`src/rtl/rwac_pkg.sv`:
```
// shared types, constants and helpers for the range-wrapped arithmetic counter
`timescale 1ns / 1ps

package rwac_pkg;

  // counter datapath width (8 to 32); bits above it in operand and bounds are ignored
  localparam int DATA_WIDTH = 32;
  localparam int WIDE_WIDTH = 2 * DATA_WIDTH;
  localparam int CNT_WIDTH  = $clog2(WIDE_WIDTH + 1);
  localparam int ADDR_WIDTH = 3;

  // operation codes
  typedef enum logic [2:0] {
    KIND_SET = 3'd0,
    KIND_ADD = 3'd1,
    KIND_SUB = 3'd2,
    KIND_MUL = 3'd3,
    KIND_DIV = 3'd4
  } kind_e;

  // register select, taken from paddr[2]
  localparam logic REG_LOWER = 1'b0;
  localparam logic REG_UPPER = 1'b1;

  // input transfer payload
  typedef struct packed {
    logic [2:0]         kind;
    logic signed [31:0] operand;
  } in_item_t;

  // output transfer payload
  typedef struct packed {
    logic signed [31:0] count_value;
    logic               op_error;
  } out_item_t;

  // divider request and status
  typedef struct packed {
    logic                 start;
    logic [CNT_WIDTH-1:0] iters;
  } div_req_t;

  typedef struct packed {
    logic busy;
    logic done;
  } div_stat_t;

  // sign extend a datapath value to a 32-bit word
  function automatic logic [31:0] to_word(logic [DATA_WIDTH-1:0] v);
    logic signed [DATA_WIDTH-1:0] s;
    s = signed'(v);
    return 32'(s);
  endfunction

endpackage

```
`src/rtl/rwac_div.sv`:
```
// radix-2 restoring divider, one quotient bit per cycle
`timescale 1ns / 1ps

module rwac_div (
  input  logic                             clk_i,
  input  logic                             rst_ni,
  input  rwac_pkg::div_req_t               req_i,
  input  logic [rwac_pkg::WIDE_WIDTH-1:0]  dividend_i,
  input  logic [rwac_pkg::DATA_WIDTH-1:0]  divisor_i,
  output rwac_pkg::div_stat_t              stat_o,
  output logic [rwac_pkg::DATA_WIDTH-1:0]  quotient_o,
  output logic [rwac_pkg::DATA_WIDTH-1:0]  remainder_o
);
  import rwac_pkg::*;

  logic                  busy_q, busy_d;
  logic [CNT_WIDTH-1:0]  cnt_q, cnt_d;
  logic [WIDE_WIDTH-1:0] num_q, num_d;
  logic [DATA_WIDTH-1:0] rem_q, rem_d;
  logic [DATA_WIDTH-1:0] den_q, den_d;

  logic [DATA_WIDTH:0]   trial;
  logic [DATA_WIDTH+1:0] sub;
  logic                  ge;
  logic                  done;

  // one shift-subtract step
  assign trial = {rem_q, num_q[WIDE_WIDTH-1]};
  assign sub   = {1'b0, trial} - {2'b00, den_q};
  assign ge    = ~sub[DATA_WIDTH+1];
  assign done  = busy_q && (cnt_q == '0);

  // sequencing of the iterations
  always_comb begin
    busy_d = busy_q;
    cnt_d  = cnt_q;
    num_d  = num_q;
    rem_d  = rem_q;
    den_d  = den_q;
    if (req_i.start) begin
      busy_d = 1'b1;
      cnt_d  = req_i.iters;
      num_d  = dividend_i;
      rem_d  = '0;
      den_d  = divisor_i;
    end else if (done) begin
      busy_d = 1'b0;
    end else if (busy_q) begin
      cnt_d = cnt_q - CNT_WIDTH'(1);
      num_d = {num_q[WIDE_WIDTH-2:0], ge};
      rem_d = ge ? sub[DATA_WIDTH-1:0] : trial[DATA_WIDTH-1:0];
    end
  end

  // control state
  always_ff @(posedge clk_i or negedge rst_ni) begin
    if (!rst_ni) begin
      busy_q <= 1'b0;
      cnt_q  <= '0;
    end else begin
      busy_q <= busy_d;
      cnt_q  <= cnt_d;
    end
  end

  // datapath registers
  always_ff @(posedge clk_i) begin
    num_q <= num_d;
    rem_q <= rem_d;
    den_q <= den_d;
  end

  assign stat_o.busy  = busy_q;
  assign stat_o.done  = done;
  assign quotient_o   = num_q[DATA_WIDTH-1:0];
  assign remainder_o  = rem_q;

endmodule

```
`src/rtl/range_wrapped_arithmetic_counter_unit.sv`:
```
// top level of the range-wrapped arithmetic counter
`timescale 1ns / 1ps

// Keeps one signed counter inside [lower_bound, upper_bound) and applies set, add,
// subtract, multiply or truncating divide with each input transfer, then reduces
// the exact result into the range by floor modulo. One item is in work at a time;
// the input stalls until the item reaches the output register. The reduction runs
// the shared radix-2 divider for 2*DATA_WIDTH iterations; set, add, subtract and
// multiply form the exact result in the raw state before it, while divide first runs
// the divider for DATA_WIDTH iterations to form the quotient. An empty range, divide
// by zero or an unknown kind goes straight to the final state that loads the output
// register. The next item is taken from the cycle after the result is registered.
// A result may wait at the output while the next item is already accepted.
// Writing either bound reloads the counter to 0 if 0 lies in range, else to lower.
module range_wrapped_arithmetic_counter_unit (
  input  logic                            clk_i,
  input  logic                            rst_ni,
  // item input
  input  logic                            in_valid_i,
  output logic                            in_stall_o,
  input  rwac_pkg::in_item_t              in_item_i,
  // result output
  output logic                            out_valid_o,
  input  logic                            out_stall_i,
  output rwac_pkg::out_item_t             out_item_o,
  // configuration port
  input  logic                            psel,
  input  logic                            penable,
  input  logic                            pwrite,
  input  logic [rwac_pkg::ADDR_WIDTH-1:0] paddr,
  input  logic [31:0]                     pwdata,
  output logic [31:0]                     prdata,
  output logic                            pready
);
  import rwac_pkg::*;

  typedef enum logic [5:0] {
    ST_IDLE = 6'b000001,
    ST_RAW  = 6'b000010,
    ST_QDIV = 6'b000100,
    ST_DIFF = 6'b001000,
    ST_RDIV = 6'b010000,
    ST_FIN  = 6'b100000
  } state_e;

  state_e state_q, state_d;

  logic signed [DATA_WIDTH-1:0] lower_q, lower_d;
  logic signed [DATA_WIDTH-1:0] upper_q, upper_d;
  logic signed [DATA_WIDTH-1:0] cur_q, cur_d;
  logic [2:0]                   kind_q, kind_d;
  logic signed [DATA_WIDTH-1:0] opnd_q, opnd_d;
  logic [DATA_WIDTH-1:0]        size_q, size_d;
  logic signed [WIDE_WIDTH-1:0] raw_q, raw_d;
  logic [DATA_WIDTH-1:0]        red_q, red_d;
  logic                         neg_q, neg_d;
  logic                         err_q, err_d;
  logic                         apply_q, apply_d;
  logic                         out_valid_q, out_valid_d;
  out_item_t                    out_item_q, out_item_d;

  logic                         in_acc;
  logic                         cfg_wr;
  logic                         fin_go;
  logic signed [DATA_WIDTH-1:0] opnd_in;
  logic signed [DATA_WIDTH:0]   span;
  logic                         empty;
  logic [DATA_WIDTH-1:0]        cur_mag;
  logic [DATA_WIDTH-1:0]        opnd_mag;
  logic signed [WIDE_WIDTH-1:0] prod;
  logic signed [WIDE_WIDTH:0]   diff;
  logic [WIDE_WIDTH:0]          diff_mag;
  logic [WIDE_WIDTH-1:0]        quot_wide;
  logic [DATA_WIDTH-1:0]        new_val;

  div_req_t                     div_req;
  div_stat_t                    div_stat;
  logic [WIDE_WIDTH-1:0]        div_dividend;
  logic [DATA_WIDTH-1:0]        div_divisor;
  logic [DATA_WIDTH-1:0]        div_quot;
  logic [DATA_WIDTH-1:0]        div_rem;

  // handshakes
  assign in_stall_o = (state_q != ST_IDLE);
  assign in_acc     = in_valid_i && !in_stall_o;
  assign fin_go     = !out_valid_q || !out_stall_i;
  assign pready     = 1'b1;
  assign cfg_wr     = psel && penable && pwrite;

  // operand decode and range size
  assign opnd_in  = signed'(in_item_i.operand[DATA_WIDTH-1:0]);
  assign span     = (DATA_WIDTH+1)'(upper_q) - (DATA_WIDTH+1)'(lower_q);
  assign empty    = span[DATA_WIDTH] || (span == '0);
  assign cur_mag  = cur_q[DATA_WIDTH-1] ? -cur_q : cur_q;
  assign opnd_mag = opnd_in[DATA_WIDTH-1] ? -opnd_in : opnd_in;

  // exact product, offset from lower bound and its magnitude
  assign prod      = cur_q * opnd_q;
  assign diff      = (WIDE_WIDTH+1)'(raw_q) - (WIDE_WIDTH+1)'(lower_q);
  assign diff_mag  = diff[WIDE_WIDTH] ? -diff : diff;
  assign quot_wide = {{DATA_WIDTH{1'b0}}, div_quot};
  assign new_val   = lower_q + red_q;

  // divider request
  always_comb begin
    div_req.start = 1'b0;
    div_req.iters = CNT_WIDTH'(WIDE_WIDTH);
    div_dividend  = diff_mag[WIDE_WIDTH-1:0];
    div_divisor   = size_q;
    if (state_q == ST_IDLE) begin
      div_req.start = in_acc && !empty && (in_item_i.kind == KIND_DIV) && (opnd_in != '0);
      div_req.iters = CNT_WIDTH'(DATA_WIDTH);
      div_dividend  = {cur_mag, {DATA_WIDTH{1'b0}}};
      div_divisor   = opnd_mag;
    end else if (state_q == ST_DIFF) begin
      div_req.start = 1'b1;
    end
  end

  rwac_div u_div (
    .clk_i       (clk_i),
    .rst_ni      (rst_ni),
    .req_i       (div_req),
    .dividend_i  (div_dividend),
    .divisor_i   (div_divisor),
    .stat_o      (div_stat),
    .quotient_o  (div_quot),
    .remainder_o (div_rem)
  );

  // sequencer
  always_comb begin
    state_d     = state_q;
    lower_d     = lower_q;
    upper_d     = upper_q;
    cur_d       = cur_q;
    kind_d      = kind_q;
    opnd_d      = opnd_q;
    size_d      = size_q;
    raw_d       = raw_q;
    red_d       = red_q;
    neg_d       = neg_q;
    err_d       = err_q;
    apply_d     = apply_q;
    out_valid_d = out_valid_q;
    out_item_d  = out_item_q;

    if (out_valid_q && !out_stall_i) begin
      out_valid_d = 1'b0;
    end

    unique case (state_q)
      ST_IDLE: begin
        if (in_acc) begin
          kind_d  = in_item_i.kind;
          opnd_d  = opnd_in;
          size_d  = span[DATA_WIDTH-1:0];
          neg_d   = cur_q[DATA_WIDTH-1] ^ opnd_in[DATA_WIDTH-1];
          err_d   = 1'b0;
          apply_d = 1'b1;
          state_d = ST_RAW;
          if (empty) begin
            err_d   = 1'b1;
            apply_d = 1'b0;
            state_d = ST_FIN;
          end else begin
            case (in_item_i.kind) inside
              KIND_SET, KIND_ADD, KIND_SUB, KIND_MUL: state_d = ST_RAW;
              KIND_DIV: begin
                if (opnd_in == '0) begin
                  err_d   = 1'b1;
                  apply_d = 1'b0;
                  state_d = ST_FIN;
                end else begin
                  state_d = ST_QDIV;
                end
              end
              default: begin
                apply_d = 1'b0;
                state_d = ST_FIN;
              end
            endcase
          end
        end
      end
      ST_RAW: begin
        case (kind_q)
          KIND_SET: raw_d = WIDE_WIDTH'(opnd_q);
          KIND_ADD: raw_d = WIDE_WIDTH'(cur_q) + WIDE_WIDTH'(opnd_q);
          KIND_SUB: raw_d = WIDE_WIDTH'(cur_q) - WIDE_WIDTH'(opnd_q);
          KIND_MUL: raw_d = prod;
          default:  raw_d = raw_q;
        endcase
        state_d = ST_DIFF;
      end
      ST_QDIV: begin
        if (div_stat.done) begin
          raw_d   = neg_q ? -signed'(quot_wide) : signed'(quot_wide);
          state_d = ST_DIFF;
        end
      end
      ST_DIFF: begin
        neg_d   = diff[WIDE_WIDTH];
        state_d = ST_RDIV;
      end
      ST_RDIV: begin
        if (div_stat.done) begin
          // floor modulo: fold a negative offset's remainder back into the range
          red_d   = (neg_q && (div_rem != '0)) ? size_q - div_rem : div_rem;
          state_d = ST_FIN;
        end
      end
      ST_FIN: begin
        if (fin_go) begin
          if (apply_q) begin
            cur_d = new_val;
          end
          out_valid_d            = 1'b1;
          out_item_d.count_value = to_word(apply_q ? new_val : cur_q);
          out_item_d.op_error    = err_q;
          state_d                = ST_IDLE;
        end
      end
      default: state_d = ST_IDLE;
    endcase

    // bound writes reload the counter
    if (cfg_wr) begin
      if (paddr[2] == REG_UPPER) begin
        upper_d = signed'(pwdata[DATA_WIDTH-1:0]);
      end else begin
        lower_d = signed'(pwdata[DATA_WIDTH-1:0]);
      end
      cur_d = ((lower_d <= 0) && (upper_d > 0)) ? '0 : lower_d;
    end
  end

  // control state and configuration
  always_ff @(posedge clk_i or negedge rst_ni) begin
    if (!rst_ni) begin
      state_q     <= ST_IDLE;
      lower_q     <= '0;
      upper_q     <= DATA_WIDTH'(256);
      cur_q       <= '0;
      out_valid_q <= 1'b0;
    end else begin
      state_q     <= state_d;
      lower_q     <= lower_d;
      upper_q     <= upper_d;
      cur_q       <= cur_d;
      out_valid_q <= out_valid_d;
    end
  end

  // datapath registers
  always_ff @(posedge clk_i) begin
    kind_q     <= kind_d;
    opnd_q     <= opnd_d;
    size_q     <= size_d;
    raw_q      <= raw_d;
    red_q      <= red_d;
    neg_q      <= neg_d;
    err_q      <= err_d;
    apply_q    <= apply_d;
    out_item_q <= out_item_d;
  end

  // outputs
  assign out_valid_o = out_valid_q;
  assign out_item_o  = out_item_q;
  assign prdata      = (paddr[2] == REG_UPPER) ? to_word(upper_q) : to_word(lower_q);

  // divider is never restarted while it runs
  assert property (@(posedge clk_i) disable iff (!rst_ni)
    div_req.start |-> !div_stat.busy)
    else $error("divider started while busy");

  // sequencer only waits on a running divider
  assert property (@(posedge clk_i) disable iff (!rst_ni)
    (state_q == ST_QDIV || state_q == ST_RDIV) |-> div_stat.busy)
    else $error("waiting on idle divider");

  // range reduction remainder stays below the range size
  assert property (@(posedge clk_i) disable iff (!rst_ni)
    (state_q == ST_RDIV && div_stat.done) |-> (div_rem < size_q))
    else $error("remainder not below range size");

endmodule

```
`config.mk`:
```
export PLATFORM = sky130hd
export DESIGN_NAME = range_wrapped_arithmetic_counter_unit
export DESIGN_NICKNAME = d
export VERILOG_FILES = /design/src/rtl/rwac_pkg.sv /design/src/rtl/rwac_div.sv /design/src/rtl/range_wrapped_arithmetic_counter_unit.sv
export SDC_FILE = /design/constraint.sdc
export NUM_CORES = 2
export LEC_CHECK = 0
export BUFFER_PORTS_ARGS = -buffer_cell sky130_fd_sc_hd__buf_2
export CELL_PAD_IN_SITES_DETAIL_PLACEMENT = 1
export CELL_PAD_IN_SITES_GLOBAL_PLACEMENT = 1
export CORE_ASPECT_RATIO = 1.1
export CORE_MARGIN = 2
export CORE_UTILIZATION = 30
export DETAILED_ROUTE_END_ITERATION = 7
export GPL_TIMING_DRIVEN = 0
export PLACE_DENSITY = 0.62
export SYNTH_ARGS = -nofsm -noshare
export SYNTH_HDL_FRONTEND = slang
export SYNTH_SLANG_ARGS = --single-unit
```
`constraint.sdc`:
```
create_clock -name clk_i -period 8 [get_ports clk_i]
set_clock_uncertainty 0.15 [all_clocks]
set_input_delay 1.2 -clock clk_i [delete_from_list [all_inputs] [get_ports clk_i]]
set_output_delay 1.2 -clock clk_i [all_outputs]
set_load 0.02 [all_outputs]
```
==> impl_metrics.env <==
export IMPL_critPathBufInv=4
export IMPL_cp_num_cells=25
export IMPL_die_w_um=470
export IMPL_synth_area_um2=71800
export IMPL_maxSlewHeadroom_pct=-0.606
export IMPL_grt_pass1_vias=68397
export IMPL_seq_area_frac_synth_pct=17.1
export IMPL_synth_most_common_cell="inv_1"
export IMPL_stdcell_area_um2=87100
export IMPL_synth_seq_cells=438
export IMPL_regToRegStartpoint="opnd_q[30]"
export IMPL_max_freq_mhz=109
export IMPL_grt_max_degree=65
export IMPL_finalCriticalPeriod_ns=9.21
export IMPL_violations="max-capacitance violations, max-slew violations, negative setup slack"
export IMPL_worst_hold_slack_ns=0.289
export IMPL_crit_type="reg2reg"
export IMPL_ios=145
export IMPL_synth_async_reset_ratio_pct=25.3
export IMPL_synthFlopType="edfxtp_1"
export IMPL_drc=0
export IMPL_antenna_found_initial=61
export IMPL_reg2reg_depth=25
export IMPL_cpMaxStageDelayCell="edfxtp_1"
export IMPL_required_ns=8.27
export IMPL_gp_congestion=1.03
export IMPL_status="finished with violations"
export IMPL_max_stage_delay_ns=0.62
export IMPL_crit_family="adder cells"
export IMPL_dpl_cell_area_um2=76900
export IMPL_rsz0062_at_grt="yes"
export IMPL_crit_arrival_ns=9.48
export IMPL_fillers=27282
export IMPL_clkSinkCount=438
export IMPL_fin_crit_sh_pct=115
export IMPL_dieHeight_um=517
export IMPL_syn_avg_cell_area_um2=8.97
export IMPL_grt_use_total_pct=30.4
export IMPL_fin_nets=10095
export IMPL_syn_inst=8004
export IMPL_cp_start_kind="flop"
export IMPL_clock_path_buffers=3
export IMPL_hold_start="err_q"
export IMPL_rows=188
export IMPL_cts_tree="built"
export IMPL_cts_hold_buffers_added=0
export IMPL_clkTransAtPathRegs_ns=0.07
export IMPL_path_common_cell="fa_1"
export IMPL_drive_gt1_share_pct=16.2
export IMPL_hold_viol_final=0
export IMPL_numCtsBuffers=55
export IMPL_viasPerCell=5.59
export IMPL_root_buffer="clkbuf_16"
export IMPL_worstReg2RegEnd="raw_q[62]"
export IMPL_post_dp_hpwl_um=307000
export IMPL_hold_path_class="reg2reg"
export IMPL_worstMarginPinSlew_ns=1.49
export IMPL_grt_pass1_wl_um=524000
export IMPL_setup_viol=46
export IMPL_endpoint="raw_q[62]"
export IMPL_portBuffers=140
export IMPL_dr_first_iter_drc_count=6171
export IMPL_clock_latency_ns=0.72
export IMPL_drv_cap=1
export IMPL_setup_worst_path_start="opnd_q[30]"
export IMPL_syn_num_nets=9615
export IMPL_ant_nets=0
export IMPL_die_area_um2=243000
export IMPL_synth_top_area_share_pct=30.4
export IMPL_overflow=0
export IMPL_setup_ws_ns=-1.21
export IMPL_synth_warnings=0
export IMPL_drv_slew=1
export IMPL_drt_first_pass_iters=8
export IMPL_synth_area_top_cells="fa_1 30%, edfxtp_1 12%, ha_1 7.8%, inv_1 6.2%, nand2_1 4.7%"
export IMPL_core_um2=238000
export IMPL_synth_top_cells_by_count="1191 x inv_1, 1089 x fa_1, 900 x nand2_1"
export IMPL_ff2ff_setup_slack_ns=-1.21
export IMPL_wire_per_inst_um=32.2
export IMPL_start_util_pct=30.1
export IMPL_synth_edf_count=295
export IMPL_yosys_area_top_type="fa_1"
export IMPL_cts_max_level=2
export IMPL_endpoint_kind="flop"
export IMPL_vias=65380
export IMPL_routed_wl_um=377000
export IMPL_post_synth_num_cell_types=102
export IMPL_area_growth_pct=21.3
export IMPL_worstPathMaxFanout=10
==> cell type report <==
cell class	count	area (um^2)	share of cell area, %
multi-input cells	5948	56400	64.8
plain buffers	412	3990	4.58
diodes	36	90.1	0.103
repair buffers	432	3800	4.36
inverters	1197	4630	5.31
clock inverters	37	468	0.537
clock buffers	67	1470	1.69
well taps	3135	3920	4.50
flip-flops and latches	438	12300	14.1
==> per-stage QoR <==
step / util (%) / setup TNS, ns / cells / setup slack (ns)
floorplan: - / -0.0369 / 8004 / -0.0309
global placement: 32.1 / -241.40 / 11279 / -4.72
detailed placement: 32.3 / -155.05 / 11294 / -4.33
CTS: 35.9 / -22.07 / 11595 / -1.05
global route: 36.5 / -33.28 / 11680 / -1.31
finish: 36.6 / -29.27 / 11702 / -1.21
==> cells by family after synthesis <==
group / Yosys count / share of synthesized area, %
AND/OR/NAND/NOR: 2364 / 15.9
buffers and inverters: 1618 / 8.51
AO/OA/AOI/OAI: 1546 / 13.8
adder cells (fa/ha/maj): 1534 / 38.1
flip-flops: 438 / 17.1
XOR/XNOR: 364 / 4.44
multiplexers: 139 / 2.05
other: 1 / 0.00522
==> layer usage <==
layer / track usage [%] / share of wire (%)
met5: 0 / 0.033
met4: 19.0 / 7.6
met3: 5.17 / 7.3
met2: 48.9 / 46
met1: 37.8 / 40
==> worst min path at each step <==
stage | endpoint | depth (start not counted)
final | out_item_o[0] | 0
after global routing | out_item_o[0] | 0
after CTS | out_item_o[0] | 0
after detailed placement | out_item_o[0] | 0
after global placement | out_item_o[0] | 0
after floorplan | out_item_o[0] | 0
==> worst reg2reg max path, stage by stage (launching register included) <==
cell	delay (ns)
edfxtp_1	0.62
clkbuf_2	0.45
clkbuf_2	0.32
and2_1	0.19
fa_1	0.45
fa_1	0.52
fa_1	0.44
fa_1	0.54
fa_1	0.46
fa_1	0.51
fa_1	0.62
fa_1	0.48
ha_4	0.33
and3_2	0.24
nand3_2	0.17
nor3_4	0.24
buf_12	0.15
and3_4	0.18
a22oi_2	0.07
buf_12	0.16
a31oi_4	0.33
a41oi_4	0.20
a21oi_4	0.31
a41oi_4	0.20
xor2_4	0.48
o21ai_2	0.11
==> cell usage in the layout (no fill, tap or decap), types with 37 or more instances in the layout <==
cell type     n
nor4_1       50
a21o_1      133
edfxtp_1    295
clkbuf_16   118
mux2i_1      75
o21bai_1     48
a211oi_1     68
inv_1      1131
buf_4       206
buf_12       56
mux2_2       64
o31ai_1      56
xnor2_1     203
or3_1        54
a21oi_1     305
fa_2         81
o21a_1       63
buf_2       159
nor2_1      404
ha_4         37
xor2_1      119
nand3_1      78
nand2_1     888
a31oi_1      46
and2_1      422
ha_1        395
fa_1       1008
nand4_1      47
and3_1       38
buf_6        53
nand2b_1     51
clkbuf_1    177
dfrtp_1      87
nor3_1       82
clkbuf_8     66
o21ai_0     381
o22ai_1      38
==> registers in the layout, summed over array words and instances, names as in the netlist <==
name and count:
upper_q 32, out_item_o 33, kind_q 3, apply_q 1
cur_q 32, neg_q 1, u_div.num_q 64, u_div.remainder_o 32
out_valid_o 1, raw_q 64, err_q 1, red_q 32
u_div.den_q 32, state_q 6, opnd_q 32, u_div.busy_q 1
u_div.cnt_q 7, lower_q 32, size_q 32
==> timing repair <==
item                                    4_1_cts  5_1_grt
buffers inserted                            203       76
cloned                                        2        0
pin swaps                                   199      211
resized for setup                          1146      250
endpoints found under the setup margin       56       49
Power is left out: the tool's default activity adds up to more than one toggle a clock period on the data nets, which glitch-free logic cannot reach.
